==> src/sv/tilt_complementary_filter_defines.svh <==
// ----------------------------------------------------------------------------
// Tilt complementary filter assertion macros
// Shared concurrent assertion forms used by the filter's RTL.
// ----------------------------------------------------------------------------
`ifndef TILT_COMPLEMENTARY_FILTER_DEFINES_SVH
`define TILT_COMPLEMENTARY_FILTER_DEFINES_SVH

// same-cycle implication
`define TCF_ASSERT_IMPLY(label, clk, rst, ante, cons, msg) \
   label: assert property (@(posedge clk) disable iff (rst) (ante) |-> (cons)) \
      else $error(msg);

// next-cycle implication
`define TCF_ASSERT_NEXT(label, clk, rst, ante, cons, msg) \
   label: assert property (@(posedge clk) disable iff (rst) (ante) |=> (cons)) \
      else $error(msg);

`endif

==> src/sv/tcf_pkg.sv <==
// ----------------------------------------------------------------------------
// Tilt complementary filter package
// Widths, register codes, reset values and controller command types.
// ----------------------------------------------------------------------------
package tcf_pkg;

   localparam int Q_W        = 32;
   localparam int ALPHA_W    = 17;
   localparam int PERIOD_W   = 16;
   localparam int CSR_IDX_W  = 4;
   localparam int CSR_DATA_W = 32;

   localparam int DIFF_W = 35;                         // blend difference s - x
   localparam int PROD_W = ALPHA_W + 1 + DIFF_W;       // shared multiplier output
   localparam int SUM_W  = PROD_W + 1;                 // blend sum before rounding
   localparam int RND_W  = SUM_W - 16;                 // after dropping 16 fraction bits

   localparam logic [ALPHA_W-1:0]  ALPHA_ONE    = 17'd65536;
   localparam logic [ALPHA_W-1:0]  ALPHA_RESET  = 17'd64225;
   localparam logic [PERIOD_W-1:0] PERIOD_RESET = 16'd655;

   typedef enum logic [CSR_IDX_W-1:0] {
      CSR_BLEND_ALPHA   = 4'd0,
      CSR_SAMPLE_PERIOD = 4'd1
   } tcf_csr_idx_type;

   typedef enum logic [2:0] {
      OP_NONE,
      OP_LOAD,
      OP_DIFF_ANGLE,
      OP_ANGLE_OUT,
      OP_ACC,
      OP_DIFF_RATE,
      OP_RATE_OUT
   } tcf_op_type;

   typedef enum logic [1:0] {
      MSEL_NONE,
      MSEL_RATE,
      MSEL_ACCEL,
      MSEL_BLEND
   } tcf_msel_type;

   typedef struct packed {
      tcf_op_type   op;
      tcf_msel_type msel;
   } tcf_cmd_type;

endpackage

==> src/sv/tcf_req_if.sv <==
// ----------------------------------------------------------------------------
// Tilt complementary filter request channel
// One sensor sample: angle, gyro rate and angular acceleration.
// ----------------------------------------------------------------------------
interface tcf_req_if import tcf_pkg::*; ();
   logic                  valid;
   logic                  ready;
   logic signed [Q_W-1:0] angle_in;
   logic signed [Q_W-1:0] rate_in;
   logic signed [Q_W-1:0] accel_in;

   modport source (output valid, output angle_in, output rate_in, output accel_in,
                   input ready);
   modport sink   (input valid, input angle_in, input rate_in, input accel_in,
                   output ready);
endinterface

==> src/sv/tcf_rsp_if.sv <==
// ----------------------------------------------------------------------------
// Tilt complementary filter response channel
// Filtered angle and filtered rate for one sample.
// ----------------------------------------------------------------------------
interface tcf_rsp_if import tcf_pkg::*; ();
   logic                  valid;
   logic                  ready;
   logic signed [Q_W-1:0] angle_out;
   logic signed [Q_W-1:0] rate_out;

   modport source (output valid, output angle_out, output rate_out, input ready);
   modport sink   (input valid, input angle_out, input rate_out, output ready);
endinterface

==> src/sv/tcf_csr_if.sv <==
// ----------------------------------------------------------------------------
// Tilt complementary filter register write channel
// Register index and write data.
// ----------------------------------------------------------------------------
interface tcf_csr_if import tcf_pkg::*; ();
   logic                  valid;
   logic                  ready;
   logic [CSR_IDX_W-1:0]  index;
   logic [CSR_DATA_W-1:0] data;

   modport source (output valid, output index, output data, input ready);
   modport sink   (input valid, input index, input data, output ready);
endinterface

==> src/sv/tcf_datapath.sv <==
// ----------------------------------------------------------------------------
// Tilt complementary filter datapath
// Config registers, filter state, one shared multiplier and the
// round/saturate adders, stepped by the controller's commands.
// ----------------------------------------------------------------------------
module tcf_datapath import tcf_pkg::*; (
   input  logic                  clock,
   input  logic                  reset,
   input  tcf_cmd_type           cmd,
   input  logic signed [Q_W-1:0] angle_in,
   input  logic signed [Q_W-1:0] rate_in,
   input  logic signed [Q_W-1:0] accel_in,
   input  logic                  csr_wr,
   input  logic [CSR_IDX_W-1:0]  csr_index,
   input  logic [CSR_DATA_W-1:0] csr_data,
   output logic signed [Q_W-1:0] angle_out,
   output logic signed [Q_W-1:0] rate_out
);

   // floor((x + 0.5 lsb) / 2^16): nearest, ties upwards
   function automatic logic signed [RND_W-1:0] rnd16(input logic signed [SUM_W-1:0] x);
      logic signed [SUM_W-1:0] y;
      y = x + SUM_W'(32768);
      return y[SUM_W-1:16];
   endfunction

   function automatic logic signed [Q_W-1:0] sat32(input logic signed [RND_W-1:0] x);
      logic signed [RND_W-1:0] hi;
      logic signed [RND_W-1:0] lo;
      hi = RND_W'(signed'({1'b0, {(Q_W-1){1'b1}}}));
      lo = -hi - RND_W'(1);
      if (x > hi) begin
         return {1'b0, {(Q_W-1){1'b1}}};
      end else if (x < lo) begin
         return {1'b1, {(Q_W-1){1'b0}}};
      end
      return x[Q_W-1:0];
   endfunction

   logic [ALPHA_W-1:0]         alpha_ff;
   logic [PERIOD_W-1:0]        period_ff;
   logic signed [Q_W-1:0]      angle_ff, rate_ff, accel_ff;
   logic signed [Q_W-1:0]      prev_angle_ff, prev_rate_gyro_ff;
   logic signed [Q_W-1:0]      prev_rate_int_ff, prev_rate_filt_ff;
   logic                       first_ff;
   logic signed [PROD_W-1:0]   prod_ff;
   logic signed [DIFF_W-1:0]   diff_ff;
   logic signed [Q_W-1:0]      aout_ff, acc_ff;
   logic signed [Q_W-1:0]      angle_out_ff, rate_out_ff;

   logic [ALPHA_W-1:0]         alpha_eff;
   logic [ALPHA_W-1:0]         mul_a;
   logic signed [DIFF_W-1:0]   mul_b;
   logic signed [PROD_W-1:0]   prod_in;
   logic signed [RND_W-1:0]    prod_rnd;
   logic signed [RND_W-1:0]    blend_rnd;
   logic signed [Q_W-1:0]      blend_base;
   logic signed [RND_W-1:0]    diff_wide;

   assign alpha_eff = (alpha_ff > ALPHA_ONE) ? ALPHA_ONE : alpha_ff;

   always_comb begin
      mul_a = '0;
      mul_b = '0;
      unique case (cmd.msel)
         MSEL_RATE: begin
            mul_a = {1'b0, period_ff};
            mul_b = DIFF_W'(rate_ff);
         end
         MSEL_ACCEL: begin
            mul_a = {1'b0, period_ff};
            mul_b = DIFF_W'(accel_ff);
         end
         MSEL_BLEND: begin
            mul_a = alpha_eff;
            mul_b = diff_ff;
         end
         default: begin
            mul_a = '0;
            mul_b = '0;
         end
      endcase
   end

   assign prod_in  = signed'({1'b0, mul_a}) * mul_b;
   assign prod_rnd = rnd16(SUM_W'(prod_ff));

   // blend = x*2^16 + alpha*(s - x), x being the angle or the integrated rate
   assign blend_base = (cmd.op == OP_ANGLE_OUT) ? angle_ff : acc_ff;
   assign blend_rnd  = rnd16((SUM_W'(blend_base) <<< 16) + SUM_W'(prod_ff));

   always_comb begin
      diff_wide = '0;
      unique case (cmd.op)
         OP_DIFF_ANGLE: diff_wide = RND_W'(prev_angle_ff) + prod_rnd - RND_W'(angle_ff);
         OP_DIFF_RATE:  diff_wide = RND_W'(prev_rate_filt_ff) + RND_W'(rate_ff)
                                    + RND_W'(prev_rate_gyro_ff) - RND_W'(acc_ff);
         default:       diff_wide = '0;
      endcase
   end

   always_ff @(posedge clock) begin
      if (reset) begin
         alpha_ff          <= ALPHA_RESET;
         period_ff         <= PERIOD_RESET;
         prev_angle_ff     <= '0;
         prev_rate_gyro_ff <= '0;
         prev_rate_int_ff  <= '0;
         prev_rate_filt_ff <= '0;
         first_ff          <= 1'b1;
      end else begin
         if (csr_wr) begin
            if (csr_index == CSR_BLEND_ALPHA) begin
               alpha_ff <= csr_data[ALPHA_W-1:0];
            end else if (csr_index == CSR_SAMPLE_PERIOD) begin
               period_ff <= csr_data[PERIOD_W-1:0];
            end
         end
         if (cmd.op == OP_LOAD && first_ff) begin
            first_ff          <= 1'b0;
            prev_angle_ff     <= angle_in;
            prev_rate_gyro_ff <= rate_in;
            prev_rate_int_ff  <= rate_in;
            prev_rate_filt_ff <= rate_in;
         end
         if (cmd.op == OP_RATE_OUT) begin
            prev_angle_ff     <= aout_ff;
            prev_rate_int_ff  <= acc_ff;
            prev_rate_gyro_ff <= rate_ff;
            prev_rate_filt_ff <= sat32(blend_rnd);
         end
      end
   end

   always_ff @(posedge clock) begin
      if (cmd.msel != MSEL_NONE) begin
         prod_ff <= prod_in;
      end
      unique case (cmd.op)
         OP_LOAD: begin
            angle_ff <= angle_in;
            rate_ff  <= rate_in;
            accel_ff <= accel_in;
         end
         OP_DIFF_ANGLE, OP_DIFF_RATE: begin
            diff_ff <= diff_wide[DIFF_W-1:0];
         end
         OP_ANGLE_OUT: begin
            aout_ff <= sat32(blend_rnd);
         end
         OP_ACC: begin
            acc_ff <= sat32(RND_W'(prev_rate_int_ff) + prod_rnd);
         end
         OP_RATE_OUT: begin
            angle_out_ff <= aout_ff;
            rate_out_ff  <= sat32(blend_rnd);
         end
         default: begin
         end
      endcase
   end

   assign angle_out = angle_out_ff;
   assign rate_out  = rate_out_ff;

endmodule

==> src/sv/tcf_ctrl.sv <==
// ----------------------------------------------------------------------------
// Tilt complementary filter controller
// Sequences one sample through the datapath and owns the handshakes.
// ----------------------------------------------------------------------------
`include "tilt_complementary_filter_defines.svh"

module tcf_ctrl import tcf_pkg::*; (
   input  logic        clock,
   input  logic        reset,
   input  logic        req_valid,
   output logic        req_ready,
   output logic        rsp_valid,
   input  logic        rsp_ready,
   output tcf_cmd_type cmd
);

   typedef enum logic [3:0] {
      ST_IDLE,
      ST_MUL_RATE,
      ST_DIFF_ANGLE,
      ST_MUL_ANGLE,
      ST_ANGLE_OUT,
      ST_ACC,
      ST_DIFF_RATE,
      ST_MUL_RATE_BL,
      ST_RATE_OUT
   } state_type;

   state_type state_ff, state_in;
   logic      rsp_valid_ff, rsp_valid_in;
   logic      out_free;

   assign out_free  = !rsp_valid_ff || rsp_ready;
   assign req_ready = (state_ff == ST_IDLE);
   assign rsp_valid = rsp_valid_ff;

   always_comb begin
      cmd          = '{op: OP_NONE, msel: MSEL_NONE};
      state_in     = state_ff;
      rsp_valid_in = rsp_valid_ff && !rsp_ready;
      unique case (state_ff)
         ST_IDLE: begin
            if (req_valid) begin
               cmd.op   = OP_LOAD;
               state_in = ST_MUL_RATE;
            end
         end
         ST_MUL_RATE: begin
            cmd.msel = MSEL_RATE;
            state_in = ST_DIFF_ANGLE;
         end
         ST_DIFF_ANGLE: begin
            cmd.op   = OP_DIFF_ANGLE;
            state_in = ST_MUL_ANGLE;
         end
         ST_MUL_ANGLE: begin
            cmd.msel = MSEL_BLEND;
            state_in = ST_ANGLE_OUT;
         end
         ST_ANGLE_OUT: begin
            cmd.op   = OP_ANGLE_OUT;
            cmd.msel = MSEL_ACCEL;
            state_in = ST_ACC;
         end
         ST_ACC: begin
            cmd.op   = OP_ACC;
            state_in = ST_DIFF_RATE;
         end
         ST_DIFF_RATE: begin
            cmd.op   = OP_DIFF_RATE;
            state_in = ST_MUL_RATE_BL;
         end
         ST_MUL_RATE_BL: begin
            cmd.msel = MSEL_BLEND;
            state_in = ST_RATE_OUT;
         end
         ST_RATE_OUT: begin
            // hold until the response register is free
            if (out_free) begin
               cmd.op       = OP_RATE_OUT;
               rsp_valid_in = 1'b1;
               state_in     = ST_IDLE;
            end
         end
         default: begin
            state_in = ST_IDLE;
         end
      endcase
   end

   always_ff @(posedge clock) begin
      if (reset) begin
         state_ff     <= ST_IDLE;
         rsp_valid_ff <= 1'b0;
      end else begin
         state_ff     <= state_in;
         rsp_valid_ff <= rsp_valid_in;
      end
   end

   `TCF_ASSERT_NEXT(a_busy_after_request, clock, reset, req_valid && req_ready, !req_ready, "request accepted while busy")
   `TCF_ASSERT_IMPLY(a_commit_needs_room, clock, reset, cmd.op == OP_RATE_OUT, !rsp_valid_ff || rsp_ready, "result overwritten")
   `TCF_ASSERT_NEXT(a_commit_shows_result, clock, reset, cmd.op == OP_RATE_OUT, rsp_valid_ff && req_ready, "result not presented")
   `TCF_ASSERT_IMPLY(a_result_from_commit, clock, reset, $rose(rsp_valid_ff), $past(cmd.op == OP_RATE_OUT), "spurious result")

endmodule

==> src/sv/tilt_complementary_filter.sv <==
// ----------------------------------------------------------------------------
// Tilt complementary filter
// Blends gyro-integrated angle and rate with measured values, Q16.16.
// ----------------------------------------------------------------------------
// Each request carries one sample and gives one response. A new request is
// taken only once the previous sample has gone through every step, and the
// last step waits while an older response is still unread; the pace is set by
// the single 18x35 multiplier, used in turn for period*rate, the angle blend,
// period*accel and the rate blend. The response sits in its own register, so
// a new request is taken while the previous response still waits. The
// register channel is always ready; write it only while the filter is idle.
module tilt_complementary_filter import tcf_pkg::*; (
   input  logic      clock,
   input  logic      reset,
   tcf_req_if.sink   req_ch,
   tcf_rsp_if.source rsp_ch,
   tcf_csr_if.sink   csr_ch
);

   tcf_cmd_type cmd;
   logic        req_ready;
   logic        rsp_valid;

   assign req_ch.ready = req_ready;
   assign rsp_ch.valid = rsp_valid;
   assign csr_ch.ready = 1'b1;

   tcf_ctrl u_ctrl (
      .clock     (clock),
      .reset     (reset),
      .req_valid (req_ch.valid),
      .req_ready (req_ready),
      .rsp_valid (rsp_valid),
      .rsp_ready (rsp_ch.ready),
      .cmd       (cmd)
   );

   tcf_datapath u_datapath (
      .clock     (clock),
      .reset     (reset),
      .cmd       (cmd),
      .angle_in  (req_ch.angle_in),
      .rate_in   (req_ch.rate_in),
      .accel_in  (req_ch.accel_in),
      .csr_wr    (csr_ch.valid),
      .csr_index (csr_ch.index),
      .csr_data  (csr_ch.data),
      .angle_out (rsp_ch.angle_out),
      .rate_out  (rsp_ch.rate_out)
   );

endmodule

==> src/flat_wrapper.sv <==
// flat-port wrapper written by rule: the top's interface ports become plain ports
module tilt_complementary_filter_flat import tcf_pkg::*;
  (clock, reset, req_ch_valid, req_ch_angle_in, req_ch_rate_in, req_ch_accel_in, req_ch_ready, rsp_ch_valid, rsp_ch_angle_out, rsp_ch_rate_out, rsp_ch_ready, csr_ch_valid, csr_ch_index, csr_ch_data, csr_ch_ready);
  tcf_req_if req_ch_i ();
  tcf_rsp_if rsp_ch_i ();
  tcf_csr_if csr_ch_i ();
  input  logic clock;
  input  logic reset;
  input wire logic [$bits(req_ch_i.valid)-1:0] req_ch_valid;
  input wire logic [$bits(req_ch_i.angle_in)-1:0] req_ch_angle_in;
  input wire logic [$bits(req_ch_i.rate_in)-1:0] req_ch_rate_in;
  input wire logic [$bits(req_ch_i.accel_in)-1:0] req_ch_accel_in;
  output wire logic [$bits(req_ch_i.ready)-1:0] req_ch_ready;
  output wire logic [$bits(rsp_ch_i.valid)-1:0] rsp_ch_valid;
  output wire logic [$bits(rsp_ch_i.angle_out)-1:0] rsp_ch_angle_out;
  output wire logic [$bits(rsp_ch_i.rate_out)-1:0] rsp_ch_rate_out;
  input wire logic [$bits(rsp_ch_i.ready)-1:0] rsp_ch_ready;
  input wire logic [$bits(csr_ch_i.valid)-1:0] csr_ch_valid;
  input wire logic [$bits(csr_ch_i.index)-1:0] csr_ch_index;
  input wire logic [$bits(csr_ch_i.data)-1:0] csr_ch_data;
  output wire logic [$bits(csr_ch_i.ready)-1:0] csr_ch_ready;
  assign req_ch_i.valid = req_ch_valid;
  assign req_ch_i.angle_in = req_ch_angle_in;
  assign req_ch_i.rate_in = req_ch_rate_in;
  assign req_ch_i.accel_in = req_ch_accel_in;
  assign req_ch_ready = req_ch_i.ready;
  assign rsp_ch_valid = rsp_ch_i.valid;
  assign rsp_ch_angle_out = rsp_ch_i.angle_out;
  assign rsp_ch_rate_out = rsp_ch_i.rate_out;
  assign rsp_ch_i.ready = rsp_ch_ready;
  assign csr_ch_i.valid = csr_ch_valid;
  assign csr_ch_i.index = csr_ch_index;
  assign csr_ch_i.data = csr_ch_data;
  assign csr_ch_ready = csr_ch_i.ready;
  tilt_complementary_filter u_core (.clock(clock), .reset(reset), .req_ch(req_ch_i), .rsp_ch(rsp_ch_i), .csr_ch(csr_ch_i));
endmodule
==> config.mk <==
export PLATFORM = sky130hd
export DESIGN_NAME = tilt_complementary_filter_flat
export DESIGN_NICKNAME = d
export VERILOG_FILES = /design/src/sv/tcf_pkg.sv /design/src/sv/tcf_req_if.sv /design/src/sv/tcf_rsp_if.sv /design/src/sv/tcf_csr_if.sv /design/src/sv/tcf_datapath.sv /design/src/sv/tcf_ctrl.sv /design/src/sv/tilt_complementary_filter.sv /design/src/flat_wrapper.sv
export VERILOG_INCLUDE_DIRS = /design/src /design/src/sv
export SDC_FILE = /design/constraint.sdc
export NUM_CORES = 2
export LEC_CHECK = 0
export BUFFER_PORTS_ARGS = -buffer_cell sky130_fd_sc_hd__buf_2
export CAP_MARGIN = 25
export CORE_MARGIN = 2
export CORE_UTILIZATION = 55
export DETAILED_ROUTE_END_ITERATION = 6
export MAX_ROUTING_LAYER = met4
export PLACE_DENSITY = 0.83
export SYNTH_ARGS = -nofsm -noshare
export SYNTH_HDL_FRONTEND = slang
export SYNTH_HIERARCHICAL = 1
export SYNTH_SLANG_ARGS = --single-unit
==> constraint.sdc <==
create_clock -name clock -period 9.78 [get_ports clock]
set_input_delay 0.978 -clock clock [delete_from_list [all_inputs] [get_ports clock]]
set_output_delay 0.978 -clock clock [all_outputs]
set_load 0.01 [all_outputs]
==> results.md <==
GRT:
- The initial antenna violation count is 0.
- For this run, global-route usage on met1 was measured as 43.5%.
- Global routing used 33.9% of the available tracks.
- The global-route track usage on met3 is 7.66%.
- The first global-routing pass estimated 227,000 um of wire.
- The layer flagged by global routing as most heavily used is met2.
- The pin count of the biggest net entering global routing is 77.
- The via count of the first global-routing pass came to 39,700.
- The overflow left after global routing is 0.
- The met2 demand-to-capacity share in global routing is 50.8%.

STA:
- Counting I/O delays and the setup requirement, the final critical path takes 9.33 ns.
- For the final routed database, the setup TNS stands at 0 ns.
- The clock skew after layout is 0.0664 ns.
- Setup violations remaining at the end of the flow were counted as 0.
- The hold violation count in the final report is 0.
- The number of pins exceeding their max-slew limit in the final report was 0.
- For this run, the top clock speed supported by timing is 107 MHz.
- For the pin with the worst max-slew slack, the measured transition is 1.08 ns.
- In this run the tightest slew margin relative to its limit is 27.4%.
- In the finished design, the share of the clock period the worst path needs comes to 95.4%.
- Setup repair after global routing could not meet its margin everywhere.

Detailed routing:
- After detailed routing, the number of vias per cell comes to 5.98.
- The remaining number of nets flagged by the antenna check after routing is 0.
- The routed length per placed instance is 22.5 um.
- Across all layers, the routed design uses 39,000 vias.
- For this run, design rule violations remaining after detail routing come to 0.
- The number of iterations in the first detailed-routing pass is 6.
- The first-iteration detailed-routing DRC count is 3,966.
- The total wirelength of the detailed-routed design is 147,000 um.

Pwr:
- The worst voltage drop across the vdd grid is 0.213 mV.
- The switching power total is 0.00327 W.
- The relative contribution of sequential cells to total power is 31.3%.
- Summed over all cells, the static leakage comes to 24.0 nW.
- The internal power contribution is 0.00479 W.
- In this run switching power makes up 40.5% of total power.
- The power density normalized to cell area is 153 nW/um^2.
- The clock network accounts for 25.9% of the total power.
- The completed layout was analyzed and its total power is 0.00806 W.
- Combinational cells account for 42.8% of the total power.

Worst setup path:
- The delay of the slowest cell on the worst path is 0.58 ns.
- The sort of element at the end of the critical path is a register.
- The slowest stage of the critical path belongs to the cell sky130_fd_sc_hd__fa_1.
- The type of the setup path with the least slack is reg -> reg.
- The worst-path maximum fanout is 27.
- STA classifies the critical path startpoint as a register.
- The required time at the worst-slack endpoint is 10.13 ns.
- The data arrival time of the critical path is 9.68 ns.
- The most repeated library cell on the critical path is sky130_fd_sc_hd__fa_1.

Logic synthesis:
- The number of library cell types mapped by synthesis is 112.
- The post-synthesis area per instance is 9.35 um^2.
- The most used flip-flop cell after synthesis is sky130_fd_sc_hd__edfxtp_1.
- The share of the yosys chip area belonging to registers is 25.3%.
- The proportion of register bits with asynchronous set or reset after synthesis is 0%.
- Synthesis inferred 464 register bits.
- The number of nets handed over by synthesis was 6,246.
- The synthesized cell area is 48,400 um^2.
- Counting flops with a built-in enable in the synthesized netlist gives 297.
- Yosys printed 6 warnings.
- After technology mapping, the gate count stands at 5,173.

Clock network:
- The cell chosen for the clock root is sky130_fd_sc_hd__clkbuf_16.
- The number of setup buffers added after CTS is 0.
- CTS built an H-tree with a depth of 2.
- The number of clock sinks seen by CTS is 464.
- The number of clock buffers added by TritonCTS is 52.
- The TritonCTS clock tree is done.
- The clock-pin transition on the worst setup and hold timing paths is 0.06 ns.
- The clock reaches the later pin of the worst-skew pair after 0.68 ns.
- The maximum number of buffers from clock root to sink is 3.

Placed design:
- Routability-driven placement finished with a final weighted congestion of 1.06.
- The number of port buffers is 187.
- Summed over all nets, the half-perimeter wirelength after detailed placement is 117,000 um.
- Summing all placed instances gives a cell area of 50,900 um^2.

Final layout:
- The library cell used most frequently in the layout, excluding fill and tap cells, is sky130_fd_sc_hd__inv_1.
- The antenna diode count is 0.
- Leaving out fill and tap cells, the most frequent cells in the layout are 846 x sky130_fd_sc_hd__inv_1, 798 x sky130_fd_sc_hd__nand2_1, 664 x sky130_fd_sc_hd__fa_1.
- The signed area change from the synthesized netlist to the final layout is 9.12%.
- The area of combinational cells with multiple inputs is 32,000 um^2.
- The ratio of cells with drive above 1 in the final layout is 9.73%.
- After routing the design area is 52,800 um^2.
- The filler cells instantiated in the layout total 7,202.
- Summing all flip-flop and latch instances after layout gives 12,300 um^2.
- Cells fill 60.7% of the core in the end.
- The net count of the finished layout is 6,396.

Floorplanning:
- The cell row count is 108.
- From left edge to right edge, the die measures 301 um.
- The core region is 87,000 um^2.
- The initial core utilization is 55.6%.
- Measured along the y axis, the die boundary spans 301 um.
- The die covers 90,400 um^2.
- The count of pins on the block boundary is 204.

Flow run:
- The tool flagged a number of max-cap violations equal to 0.

Outcome:
- The run finished with clean final reports.

Min path:
- The worst min-delay path category is reg -> reg.
==> power by group through the flow <==
stage | combinational [W] | sequential (W) | clock (W)
floorplan | 0.00239 | 0.00246 | 0
global placement | 0.00326 | 0.00254 | 0
detailed placement | 0.00331 | 0.00254 | 0
CTS | 0.00335 | 0.00251 | 0.00212
global route | 0.00373 | 0.00253 | 0.00219
finish | 0.00345 | 0.00252 | 0.00209
==> stage by stage <==
stage	hold slack [ns]	instances	setup slack, ns
after global placement	0.433	6422	0.317
after floorplan	0.427	5173	1.47
after global routing	0.434	6522	-0.0242
final	0.427	6522	0.449
after detailed placement	0.434	6422	0.136
after CTS	0.413	6520	0.0269
==> cell type report <==
type	instances	share of cell area, %
Tap cell	1155	2.74
Clock inverter	38	0.780
Timing Repair Buffer	304	3.82
Clock buffer	60	2.72
Inverter	848	6.03
Sequential cell	464	23.2
Multi-Input combinational cell	3653	60.7
==> flip-flops by register name, summed over array words and instances (netlist names), 32 cells and up <==
signal                               count
u_core/u_datapath/prod_ff               38
u_core/u_datapath/diff_ff               35
u_core/u_datapath/acc_ff                32
u_core/u_datapath/accel_ff              32
u_core/u_datapath/angle_ff              32
u_core/u_datapath/angle_out             32
u_core/u_datapath/aout_ff               32
u_core/u_datapath/prev_angle_ff         32
u_core/u_datapath/prev_rate_filt_ff     32
u_core/u_datapath/prev_rate_gyro_ff     32
u_core/u_datapath/prev_rate_int_ff      32
u_core/u_datapath/rate_ff               32
u_core/u_datapath/rate_out              32
==> Yosys cell counts (all sizes together) (27+ instances only) <==
cell,n,area share (%)
nand4,39,0.50
dfxtp,167,6.9
nand3,58,0.64
a21o,106,1.6
edfxtp,297,18
xor2,68,1.2
a31oi,112,1.5
mux2i,41,0.85
clkbuf,167,1.4
a211oi,54,0.85
nand2b,33,0.43
a31o,35,0.63
nor2,405,3.1
xnor2,120,2.2
o21a,27,0.43
buf,38,0.56
a21oi,206,2.1
ha,271,7.0
fa,665,28
a21bo,30,0.62
nor3,53,0.58
inv,848,6.6
a311o,31,0.64
o21ai,143,1.5
nand2,798,6.2
==> critical path, delay by kind of cell, from the launching register on <==
kind | cells | cell delay, ns
flip-flops | 1 | 0.48
AO/OA/AOI/OAI | 9 | 2.61
AND/OR/NAND/NOR | 5 | 0.92
adder cells (fa/ha/maj) | 8 | 4.00
buffers and inverters | 7 | 0.99
==> kinds of logic (layout without fill, tap and decap cells) <==
group	after synthesis	count (layout)	share of synthesized area (%)
multiplexers	42	42	0.871
AO/OA/AOI/OAI	941	941	13.4
flip-flops	464	464	25.3
adder cells (fa/ha/maj)	936	936	34.5
buffers and inverters	1056	1250	8.63
other	1	1	0.00775
AND/OR/NAND/NOR	1544	1544	13.8
XOR/XNOR	189	189	3.47
==> layer usage <==
metal,vias to the layer above,part of all wire [%]
met1,19100,39
met4,0,6.0
met2,2186,44
met3,419,11
li1,17300,-
met5,-,0
==> worst paths after layout <==
path	from	endpoint	slack, ns	cells after the start
worst max-delay path	u_core/u_ctrl/state_ff[1]$_SDFFE_PP0P_	u_core/u_datapath/prod_ff[49]$_DFFE_PP_	0.45	29
worst min-delay path	u_core/u_datapath/aout_ff[6]$_DFFE_PN_	u_core/u_datapath/angle_out[6]$_DFFE_PP_	0.43	0
worst max register to register	u_core/u_ctrl/state_ff[1]$_SDFFE_PP0P_	u_core/u_datapath/prod_ff[49]$_DFFE_PP_	0.45	29
worst min register to register	u_core/u_datapath/aout_ff[6]$_DFFE_PN_	u_core/u_datapath/angle_out[6]$_DFFE_PP_	0.43	0
==> timing repair <==
item,CTS,global route
hold buffers,0,0
setup endpoints to repair,1,9
resized for setup,1,5
Note: power is estimated with default switching activity, not from simulation.
